<file path="config.mk">
export PLATFORM = sky130hd
export DESIGN_NAME = hsv_to_rgb_converter
export DESIGN_NICKNAME = d
export VERILOG_FILES = /design/src/hdl/hsvc_pkg.sv /design/src/hdl/hsvc_scale.sv /design/src/hdl/hsv_to_rgb_converter.sv
export SDC_FILE = /design/constraint.sdc
export NUM_CORES = 2
export LEC_CHECK = 0
export BUFFER_PORTS_ARGS = -buffer_cell sky130_fd_sc_hd__buf_2
export CAP_MARGIN = 0
export CORE_ASPECT_RATIO = 1.2
export CORE_MARGIN = 2
export CORE_UTILIZATION = 59
export DETAILED_ROUTE_END_ITERATION = 6
export PLACE_DENSITY_LB_ADDON = 0.2
export SETUP_SLACK_MARGIN = 0.05
export SLEW_MARGIN = 20
export SYNTH_ARGS = -nofsm -noshare
export SYNTH_HDL_FRONTEND = slang
export SYNTH_SLANG_ARGS = --single-unit
</file>
<file path="constraint.sdc">
create_clock -name clk -period 5.8 [get_ports clk]
set_input_delay 1.16 -clock clk [delete_from_list [all_inputs] [get_ports clk]]
set_output_delay 1.16 -clock clk [all_outputs]
set_load 0.005 [all_outputs]
</file>
<file path="src/hdl/hsvc_pkg.sv">
// ----------------------------------------------------------------------------
// hsvc_pkg
// Types and constants shared by the HSV to RGB converter modules.
// ----------------------------------------------------------------------------
package hsvc_pkg;

    // input pixel, 4 fraction bits on every field
    typedef struct packed {
        logic [12:0] hue;
        logic [10:0] saturation;
        logic [10:0] brightness;
    } hsv_t;

    typedef struct packed {
        logic [7:0] red;
        logic [7:0] green;
        logic [7:0] blue;
        logic [7:0] alpha;
        logic       range_error;
    } rgb_t;

    // 60-degree hue sectors
    typedef enum logic [2:0] {
        SECT_RED_YEL = 3'd0,
        SECT_YEL_GRN = 3'd1,
        SECT_GRN_CYN = 3'd2,
        SECT_CYN_BLU = 3'd3,
        SECT_BLU_MAG = 3'd4,
        SECT_MAG_RED = 3'd5
    } sector_t;

    // clock enables of the scaling lane stages
    typedef struct packed {
        logic prod;
        logic frac;
        logic quot;
    } scale_en_t;

    localparam logic [12:0] HUE_MAX    = 13'd5760;
    localparam logic [10:0] PCT_MAX    = 11'd1600;
    localparam logic [12:0] SECTOR     = 13'd960;
    localparam logic [12:0] SECTOR2    = 13'd1920;
    localparam logic [12:0] SECTOR4    = 13'd3840;
    localparam logic [7:0]  ALPHA      = 8'd255;
    // 1600 * 960, the weight of the largest channel
    localparam logic [20:0] WEIGHT_MAX = 21'd1536000;
    localparam logic [9:0]  SECTOR_W   = 10'd960;
    // floor(2^24 / 625)
    localparam logic [14:0] RECIP_625  = 15'd26843;
    localparam logic [9:0]  DIV_625    = 10'd625;

endpackage

</file>
<file path="src/hdl/hsvc_scale.sv">
// ----------------------------------------------------------------------------
// hsvc_scale
// One channel lane: level = floor(bright * weight * 17 / (625 * 2^18)),
// three register stages, the last step left to the caller's output register.
// ----------------------------------------------------------------------------
module hsvc_scale (
    input  logic                clk,
    input  hsvc_pkg::scale_en_t en,
    input  logic [10:0]         bright,
    input  logic [20:0]         weight,
    output logic [7:0]          level
);

    logic [31:0] prod_reg;
    logic [31:0] prod_next;
    logic [17:0] frac_reg;
    logic [17:0] frac_next;
    logic [35:0] times17;
    logic [17:0] frac2_reg;
    logic [8:0]  quot_reg;
    logic [8:0]  quot_next;
    logic [32:0] recip_prod;
    logic [18:0] rem;
    logic [18:0] back;
    logic [8:0]  quot_fix;

    assign prod_next = {11'd0, weight} * {21'd0, bright};

    // times 17 as a shift-add, then drop 18 bits
    assign times17   = {4'd0, prod_reg} + {prod_reg, 4'd0};
    assign frac_next = times17[35:18];

    // reciprocal estimate, low by at most one
    assign recip_prod = {15'd0, frac_reg} * {18'd0, hsvc_pkg::RECIP_625};
    assign quot_next  = recip_prod[32:24];

    assign back     = 19'({10'd0, quot_reg} * {9'd0, hsvc_pkg::DIV_625});
    assign rem      = {1'b0, frac2_reg} - back;
    assign quot_fix = (rem >= {9'd0, hsvc_pkg::DIV_625}) ? quot_reg + 9'd1 : quot_reg;
    assign level    = quot_fix[7:0];

    always_ff @(posedge clk)
    begin
        if (en.prod)
        begin
            prod_reg <= prod_next;
        end
        if (en.frac)
        begin
            frac_reg <= frac_next;
        end
        if (en.quot)
        begin
            quot_reg  <= quot_next;
            frac2_reg <= frac_reg;
        end
    end

endmodule

</file>
<file path="src/hdl/hsv_to_rgb_converter.sv">
// ----------------------------------------------------------------------------
// hsv_to_rgb_converter
// Converts one HSV pixel per clock, unless stalled, to 8-bit RGB with alpha and range flag.
// ----------------------------------------------------------------------------
// The converter takes one pixel every clock while pixel_stall is low and
// returns each result through a seven-stage pipeline: range check and sector
// decode, the saturation product, the channel weights, the brightness
// product, the scale by 17, the reciprocal divide estimate, and the output
// register with the divide correction and channel ordering. Each stage moves
// whenever the stage after it is empty or moving, so a stall on the result
// side fills the pipeline before pixel_stall rises, and bubbles close up.
// Hue above 360 degrees or saturation or brightness above 100 percent
// returns black with range_error set; alpha is always 255.
module hsv_to_rgb_converter (
    input  logic           clk,
    input  logic           rst_n,
    input  logic           pixel_valid,
    output logic           pixel_stall,
    input  hsvc_pkg::hsv_t pixel,
    output logic           rgb_valid,
    input  logic           rgb_stall,
    output hsvc_pkg::rgb_t rgb
);

    localparam int LAST = 7;

    logic [LAST:1] vld_reg;
    logic [LAST:1] rdy;

    // stage 1
    logic [10:0]             sat1_reg;
    logic [10:0]             brt1_reg;
    logic [9:0]              dist1_reg;
    logic [9:0]              dist_next;
    hsvc_pkg::sector_t       sect_next;
    logic [12:0]             base;
    logic [12:0]             tpos;
    logic                    err_next;
    // stage 2
    logic [20:0]             sd2_reg;
    logic [20:0]             wmin2_reg;
    logic [10:0]             brt2_reg;
    // stage 3
    logic [20:0]             wmid3_reg;
    logic [20:0]             wmin3_reg;
    logic [10:0]             brt3_reg;
    // side info through every stage before the output register
    hsvc_pkg::sector_t [LAST-1:1] sect_reg;
    logic [LAST-1:1]         err_reg;

    hsvc_pkg::scale_en_t     sc_en;
    logic [7:0]              lvl_max;
    logic [7:0]              lvl_mid;
    logic [7:0]              lvl_min;
    hsvc_pkg::rgb_t          rgb_reg;
    hsvc_pkg::rgb_t          rgb_next;

    always_comb
    begin
        rdy[LAST] = !vld_reg[LAST] || !rgb_stall;
        for (int i = LAST - 1; i >= 1; i--)
        begin
            rdy[i] = !vld_reg[i] || rdy[i+1];
        end
    end

    assign pixel_stall = !rdy[1];
    assign rgb_valid   = vld_reg[LAST];
    assign rgb         = rgb_reg;

    always_ff @(posedge clk or negedge rst_n)
    begin
        if (!rst_n)
        begin
            vld_reg <= '0;
        end
        else
        begin
            if (rdy[1])
            begin
                vld_reg[1] <= pixel_valid;
            end
            for (int i = 2; i <= LAST; i++)
            begin
                if (rdy[i])
                begin
                    vld_reg[i] <= vld_reg[i-1];
                end
            end
        end
    end

    // stage 1: range check, sector, distance from the middle of the sector pair
    always_comb
    begin
        err_next = (pixel.hue > hsvc_pkg::HUE_MAX) || (pixel.saturation > hsvc_pkg::PCT_MAX)
                   || (pixel.brightness > hsvc_pkg::PCT_MAX);
        if (pixel.hue < hsvc_pkg::SECTOR)
        begin
            sect_next = hsvc_pkg::SECT_RED_YEL;
        end
        else if (pixel.hue < hsvc_pkg::SECTOR2)
        begin
            sect_next = hsvc_pkg::SECT_YEL_GRN;
        end
        else if (pixel.hue < 13'(3 * 960))
        begin
            sect_next = hsvc_pkg::SECT_GRN_CYN;
        end
        else if (pixel.hue < hsvc_pkg::SECTOR4)
        begin
            sect_next = hsvc_pkg::SECT_CYN_BLU;
        end
        else if (pixel.hue < 13'(5 * 960))
        begin
            sect_next = hsvc_pkg::SECT_BLU_MAG;
        end
        else
        begin
            sect_next = hsvc_pkg::SECT_MAG_RED;
        end
        if (pixel.hue < hsvc_pkg::SECTOR2)
        begin
            base = '0;
        end
        else if (pixel.hue < hsvc_pkg::SECTOR4)
        begin
            base = hsvc_pkg::SECTOR2;
        end
        else
        begin
            base = hsvc_pkg::SECTOR4;
        end
        tpos = pixel.hue - base;
        if (tpos >= hsvc_pkg::SECTOR)
        begin
            dist_next = 10'(tpos - hsvc_pkg::SECTOR);
        end
        else
        begin
            dist_next = 10'(hsvc_pkg::SECTOR - tpos);
        end
    end

    always_ff @(posedge clk)
    begin
        if (rdy[1])
        begin
            sat1_reg    <= pixel.saturation;
            brt1_reg    <= pixel.brightness;
            dist1_reg   <= dist_next;
            sect_reg[1] <= sect_next;
            err_reg[1]  <= err_next;
        end
        // stage 2: saturation times distance, weight of the smallest channel
        if (rdy[2])
        begin
            sd2_reg   <= {10'd0, sat1_reg} * {11'd0, dist1_reg};
            wmin2_reg <= {10'd0, hsvc_pkg::PCT_MAX - sat1_reg} * {11'd0, hsvc_pkg::SECTOR_W};
            brt2_reg  <= brt1_reg;
        end
        // stage 3: weight of the middle channel
        if (rdy[3])
        begin
            wmid3_reg <= hsvc_pkg::WEIGHT_MAX - sd2_reg;
            wmin3_reg <= wmin2_reg;
            brt3_reg  <= brt2_reg;
        end
        for (int i = 2; i <= LAST - 1; i++)
        begin
            if (rdy[i])
            begin
                sect_reg[i] <= sect_reg[i-1];
                err_reg[i]  <= err_reg[i-1];
            end
        end
        if (rdy[LAST])
        begin
            rgb_reg <= rgb_next;
        end
    end

    assign sc_en.prod = rdy[4];
    assign sc_en.frac = rdy[5];
    assign sc_en.quot = rdy[6];

    hsvc_scale u_scale_max (
        .clk    (clk),
        .en     (sc_en),
        .bright (brt3_reg),
        .weight (hsvc_pkg::WEIGHT_MAX),
        .level  (lvl_max)
    );

    hsvc_scale u_scale_mid (
        .clk    (clk),
        .en     (sc_en),
        .bright (brt3_reg),
        .weight (wmid3_reg),
        .level  (lvl_mid)
    );

    hsvc_scale u_scale_min (
        .clk    (clk),
        .en     (sc_en),
        .bright (brt3_reg),
        .weight (wmin3_reg),
        .level  (lvl_min)
    );

    // channel ordering by sector
    always_comb
    begin
        rgb_next.alpha       = hsvc_pkg::ALPHA;
        rgb_next.range_error = err_reg[LAST-1];
        case (sect_reg[LAST-1])
            hsvc_pkg::SECT_RED_YEL:
            begin
                rgb_next.red   = lvl_max;
                rgb_next.green = lvl_mid;
                rgb_next.blue  = lvl_min;
            end
            hsvc_pkg::SECT_YEL_GRN:
            begin
                rgb_next.red   = lvl_mid;
                rgb_next.green = lvl_max;
                rgb_next.blue  = lvl_min;
            end
            hsvc_pkg::SECT_GRN_CYN:
            begin
                rgb_next.red   = lvl_min;
                rgb_next.green = lvl_max;
                rgb_next.blue  = lvl_mid;
            end
            hsvc_pkg::SECT_CYN_BLU:
            begin
                rgb_next.red   = lvl_min;
                rgb_next.green = lvl_mid;
                rgb_next.blue  = lvl_max;
            end
            hsvc_pkg::SECT_BLU_MAG:
            begin
                rgb_next.red   = lvl_mid;
                rgb_next.green = lvl_min;
                rgb_next.blue  = lvl_max;
            end
            default:
            begin
                rgb_next.red   = lvl_max;
                rgb_next.green = lvl_min;
                rgb_next.blue  = lvl_mid;
            end
        endcase
        // out of range gives black
        if (err_reg[LAST-1])
        begin
            rgb_next.red   = '0;
            rgb_next.green = '0;
            rgb_next.blue  = '0;
        end
    end

endmodule
</file>
== Yosys cells after proc, flatten, opt, wreduce, memory -nomap -nowiden ==
Cells that the tools add are included.
Word-level totals
  register bits: 401
  input bits: 39
  word-level logic and storage cells: 119
Cells by class
  $add $sub $neg: 14
  order comparisons: 12
  multiply operators: 11
  reductions and logical operators: 21
  mux-type cells: 11
  eq/ne operators: 4
Operators by type and width (number)
  24-bit one-hot mux with 5 select lines: 1
  32-bit by 36-bit adder with 36-bit output: 3
  18-bit by 15-bit multiplier with 33-bit output, second input constant: 3
  19-bit by 10-bit greater-or-equal comparator with 1-bit output, second input constant: 3
  9-bit by 10-bit multiplier with 19-bit output, second input constant: 3
  18-bit by 19-bit subtractor with 19-bit output: 3
  21-bit by 11-bit multiplier with 32-bit output: 1
  13-bit by 12-bit < comparator with 1-bit output, second input constant: 2
  15-bit by 11-bit multiplier with 26-bit output: 1
  8-bit by 1-bit adder with 8-bit output, second input constant: 3
  12-bit two-way mux: 2
  8-bit two-way mux: 3
  11-bit > comparator, second input constant: 2
  11-bit by 10-bit multiplier with 21-bit output: 1
  21-bit subtractor, first input constant: 1
  9-bit by 11-bit multiplier with 20-bit output, first input constant: 1
  11-bit by 4-bit multiplier with 15-bit output, second input constant: 1
  13-bit by 10-bit greater-or-equal comparator with 1-bit output, second input constant: 1
  13-bit > comparator, second input constant: 1
  13-bit by 10-bit < comparator with 1-bit output, second input constant: 1
  13-bit by 11-bit < comparator with 1-bit output, second input constant: 1
  13-bit < comparator, second input constant: 1
  13-bit by 12-bit subtractor with 13-bit output: 1
  11-bit subtractor, first input constant: 1
  13 further kinds: 32

== Logic depth before layout (Yosys ltp) ==
  word-level depth: 9
  depth in mapped cells: 25

== Cells and area by module ==
From an unflattened synthesis, not the netlist that was laid out.
Second synthesis, totals
  cell total of the unflattened synthesis: 6582
  area, all modules: 65318.9 sq um
Modules (own cells, without submodules)
  hsvc_scale at u_scale_mid: times used 1, seq. area each 2312.2 sq um, cells each 1846, area an instance 17799.6 sq um
  hsvc_scale at u_scale_max: times used 1, seq. area each 2312.2 sq um, cells each 1843, area an instance 17692.0 sq um
  hsvc_scale at u_scale_min: times used 1, seq. area each 2312.2 sq um, cells each 1802, area an instance 17493.0 sq um
  hsv_to_rgb_converter: times used 1, seq. area each 5430.2 sq um, cells each 1091, area an instance 12334.3 sq um

== Worst setup path after synthesis ==
No wires, ideal clock.
  path kind: reg-to-reg
  start: register brt3_reg[2]
  end: register u_scale_mid.prod_reg[31] (data pin)
  setup slack: -511 ps
  stages on the path, launching flop included: 24
  arrival time: 6051 ps
  path buffers: 2
  library setup time: 260 ps
  cells stage by stage: edfxtp_1 > clkbuf_1 > clkbuf_1 > nand2_1 > fa_1 > fa_1 > inv_1 > fa_1 > inv_1 > fa_1 > fa_1 > inv_1 > ha_1 > a21o_1 > a21oi_1 > nor2b_1 > a211oi_1 > o21a_1 > a2111oi_0 > o311a_1 > a211oi_1 > o21ai_0 > a21oi_1 > xnor2_1
Between the ends
  cells in the longest elaborated chain, start to end: 1
Ends and longest elaborated chain
  from (decl): line hsv_to_rgb_converter.sv:46  | logic [10:0] brt3_reg;
  from (signal assigned): line hsv_to_rgb_converter.sv:167  | brt3_reg <= brt2_reg;
  21-bit by 11-bit multiplier with 32-bit output: line hsvc_scale.sv:27  | assign prod_next = {11'd0, weight} * {21'd0, bright};
  net u_scale_mid.prod_next[31]: line hsvc_scale.sv:15  | logic [31:0] prod_next;
  to (signal assigned): line hsvc_scale.sv:46  | prod_reg <= prod_next;
  to (decl): line hsvc_scale.sv:14  | logic [31:0] prod_reg;
The timed path passes the listed nets, and every way through them passes these cells.
A chain may end at the register's enable or synchronous reset.

== Worst setup path after layout ==
  start: register u_scale_min.frac_reg[13]
  end: register u_scale_min.quot_reg[6] (data pin)
Between the ends
  cells in the longest elaborated chain, start to end: 1
Ends and longest elaborated chain
  from (decl): line hsvc_scale.sv:16  | logic [17:0] frac_reg;
  from (signal assigned): line hsvc_scale.sv:50  | frac_reg <= frac_next;
  18-bit by 15-bit multiplier with 33-bit output: line hsvc_scale.sv:34  | assign recip_prod = {15'd0, frac_reg} * {18'd0, hsvc_pkg::RECIP_625};
  net u_scale_min.recip_prod[30]: line hsvc_scale.sv:22  | logic [32:0] recip_prod;
  to (signal assigned): line hsvc_scale.sv:54  | quot_reg <= quot_next;
  to (decl): line hsvc_scale.sv:20  | logic [8:0] quot_reg;
The timed path passes the listed nets, and every way through them passes these cells.

==> qor.txt <==
quantity of hold-fixing buffers added after cts = 0
total of flip-flops plus latches after synthesis = 395
number of H-tree levels = 2
number of standard cells after synthesis = 5,406
combined global-route utilization of all metal layers = 0.258
Area growth, synth to finish = 17.8%
CP Class = register to register
placeable core region = 0.0936 mm²
count of unresolved DRC violations after routing = 0
number of nets in the layout = 7,726
average vias per placed instance = 5.34
Starting Density = 0.594
die width = 284 µm
clock insertion delay at the later pin of the skew report = 0.63 ns
number of placement rows = 123
average instance area after synthesis = 10.3 µm²
Data arrival, critical path = 6.43 ns
most instantiated flip-flop cell in the synthesis netlist = edfxtp_1
Max-cap violations = 0
vias in the first global route = 42,200
share of cells above drive strength 1 = 0.185
crit-path cells = buf_6 > ha_4 > inv_2 > fa_1 > inv_2 > fa_1 > inv_1 > fa_1 > inv_2 > fa_1 > fa_1 > ha_4 > a21o_1 > a21o_1 > a211o_1 > a221oi_2 > o31a_1 > nor2_2 > o31a_1 > o41ai_4 > buf_4 > nor2b_4 > o21ai_2 > a21oi_2
Die Area = 0.0967 mm²
post-route antenna net violation count = 0
minimum hold slack = 0.367 ns
vias after detailed routing = 39,000
category of the worst setup path launch point = register
met2 Track Usage GR = 0.486
TritonCTS clock tree = done
initial antenna violation count = 1
Least-Margin Pin Slew = 1.24 ns
Worst Path Required = 6.15 ns
Bufs on Longest Clock Path = 3
Port-buffer cells = 65
least setup slack across all paths after layout = -0.285 ns
count of boundary I/O pins = 74
count of different cell masters after synthesis = 90
violated checks = negative setup slack
n_diodes = 0
cell with the most instances on the worst path = fa_1
detailed placement HPWL = 102,000 µm
root buffer selected by CTS = clkbuf_16
drt first-iter violations = 1,818
Max FO, Critical Path = 2
Synth Cell Area = 0.0556 mm²
largest net degree at the start of global routing = 53
CP Buf/Inv Count = 6
max-slew violation total from the final report = 0
slack of the worst reg-to-reg path = -0.29 ns
result of the run = finished, violations left
final design utilization = 0.700
GRT busiest layer = met2
Total Routed Length = 124,000 µm
number of hold violations in the final report = 0
master of the slowest instance on the critical path = fa_1
Async S/R FF share, synth = 0.0177
setup violators final = 16
# clock sinks = 395
path class of the lowest-slack min-delay path = primary input to asynchronous set/reset pin
WL/cell = 16.9 µm
cell type group with the largest total delay on the critical path = adder cells
fin crit share = 1.05
Worst Skew = 0.0526 ns
RSZ-0062 raised after global routing = true
final total negative setup slack = -1.73 ns
chip height = 340 µm
post-synthesis sequential area ratio = 0.213
met3 track demand over resource in global routing = 0.0236
warnings from Yosys = 0
CP Capture Type = register
Max Fclk = 0.164 GHz
number of enable-type register cells in the synthesized netlist = 388
grt met1 use = 0.310
clock transition at the register clock pins on the worst setup and hold paths after CTS = 0.06 ns
final weighted congestion in routability-driven placement = 0.961
cts bufs inserted = 44
delay contributed by the slowest stage of the critical path = 0.54 ns
minimum clock period = 6.09 ns
global-route wire length before repair = 204,000 µm
max reg flops = 32
Max transition margin = 0.171
Detailed Routing Iterations Pass 1 = 6
total overflow reported by the global router = 0
-- cell families (layout without fill, tap and decap cells) --
kind of cell    after synthesis  count (layout)  share of synthesized area
fa+ha+maj                  1666            1666                      0.481
mux                          16              16                    0.00306
flops                       395             395                      0.213
xor+xnor                    246             246                     0.0392
compound gates              628             628                     0.0750
buf+inv                    1293            1937                     0.0882
simple gates               1161            1161                      0.101
other cells                   1               8                  0.0000674
-- synthesized netlist by cell type (15+ instances only) --
cell / number / area (µm²)
clkbuf_1: 117 / 439
nand3_1: 65 / 325
nand2_1: 415 / 1560
or3_1: 22 / 138
a21o_1: 66 / 495
a2111oi_0: 16 / 140
and3_1: 25 / 156
xor2_1: 68 / 596
nor2_1: 203 / 762
edfxtp_1: 388 / 11700
o211ai_1: 17 / 128
o21a_1: 38 / 285
fa_1: 788 / 15800
ha_1: 876 / 11000
nor3_1: 78 / 390
a21oi_1: 177 / 886
xnor2_1: 176 / 1540
nand4_1: 20 / 125
inv_1: 1161 / 4360
o21ai_0: 116 / 581
and2_1: 216 / 1350
o21bai_1: 27 / 203
nor2b_1: 31 / 194
a211oi_1: 29 / 218
nand2b_1: 31 / 194
a31oi_1: 15 / 93.8
-- through the flow --
step	instance area, µm²	std cells	setup WS, ns
after detailed placement	61100	7114	-0.415
after global routing	65500	7307	-0.464
after floorplan	55800	5413	-0.126
after CTS	63900	7256	-0.225
final	65500	7307	-0.285
after global placement	61100	7114	-0.297
-- worst paths after layout --
path / startpoint / to / depth (start not counted)
max in group asynchronous: rst_n / vld_reg[3]$_DFFE_PN0P_ / 1
max reg2reg: u_scale_min.frac_reg[13]$_DFFE_PP_ / u_scale_min.quot_reg[6]$_DFFE_PP_ / 24
min reg2reg: wmin2_reg[13]$_DFFE_PP_ / wmin3_reg[13]$_DFFE_PP_ / 0
min: rst_n / vld_reg[5]$_DFFE_PN0P_ / 1
max: u_scale_min.frac_reg[13]$_DFFE_PP_ / u_scale_min.quot_reg[6]$_DFFE_PP_ / 24
min in group clk: wmin2_reg[13]$_DFFE_PP_ / wmin3_reg[13]$_DFFE_PP_ / 0
-- cells in the final DEF (no fill, tap or decap), types with 47 or more instances in the layout --
master	n
a21o_1	66
nand3_1	59
clkbuf_16	47
and2_1	212
ha_4	51
a21oi_1	137
buf_4	582
xnor2_1	160
ha_1	813
inv_1	1120
edfxtp_1	388
o21ai_0	83
fa_1	759
buf_2	65
nor2_1	187
xor2_1	68
nor3_1	69
nand2_1	406
-- worst register-to-register path: cells and delay by family (launching register included) --
family / cells / cell delay, ns
flip-flops: 1 / 0.45
buffers and inverters: 6 / 0.54
adder cells (fa/ha/maj): 7 / 2.91
AO/OA/AOI/OAI: 9 / 1.86
AND/OR/NAND/NOR: 2 / 0.10
-- metal layers --
| metal | part of all wire | up-vias |
|---|---|---|
| li1 | - | 18700 |
| met1 | 0.40 | 19400 |
| met2 | 0.53 | 699 |
| met3 | 0.030 | 233 |
| met4 | 0.034 | 2 |
| met5 | 0.000057 | - |
-- timing repair --
action	CTS	global route
gates cloned	0	4
resized for setup	201	251
buffers inserted	64	50
pin swaps	144	161
endpoints found under the setup margin	45	65
endpoints found under the hold margin	0	0
-- cell type report --
cell class | count | area, µm²
multi-input cells | 3725 | 40900
fillers | 6919 | 28100
flip-flops and latches | 395 | 11800
repair buffers | 696 | 5370
inverters | 1161 | 4360
well taps | 1250 | 1560
clock buffers | 53 | 1150
clock inverters | 27 | 362
Power is not shown: default switching activity piles up to over one toggle a cycle in this logic, so the estimate is an artifact.
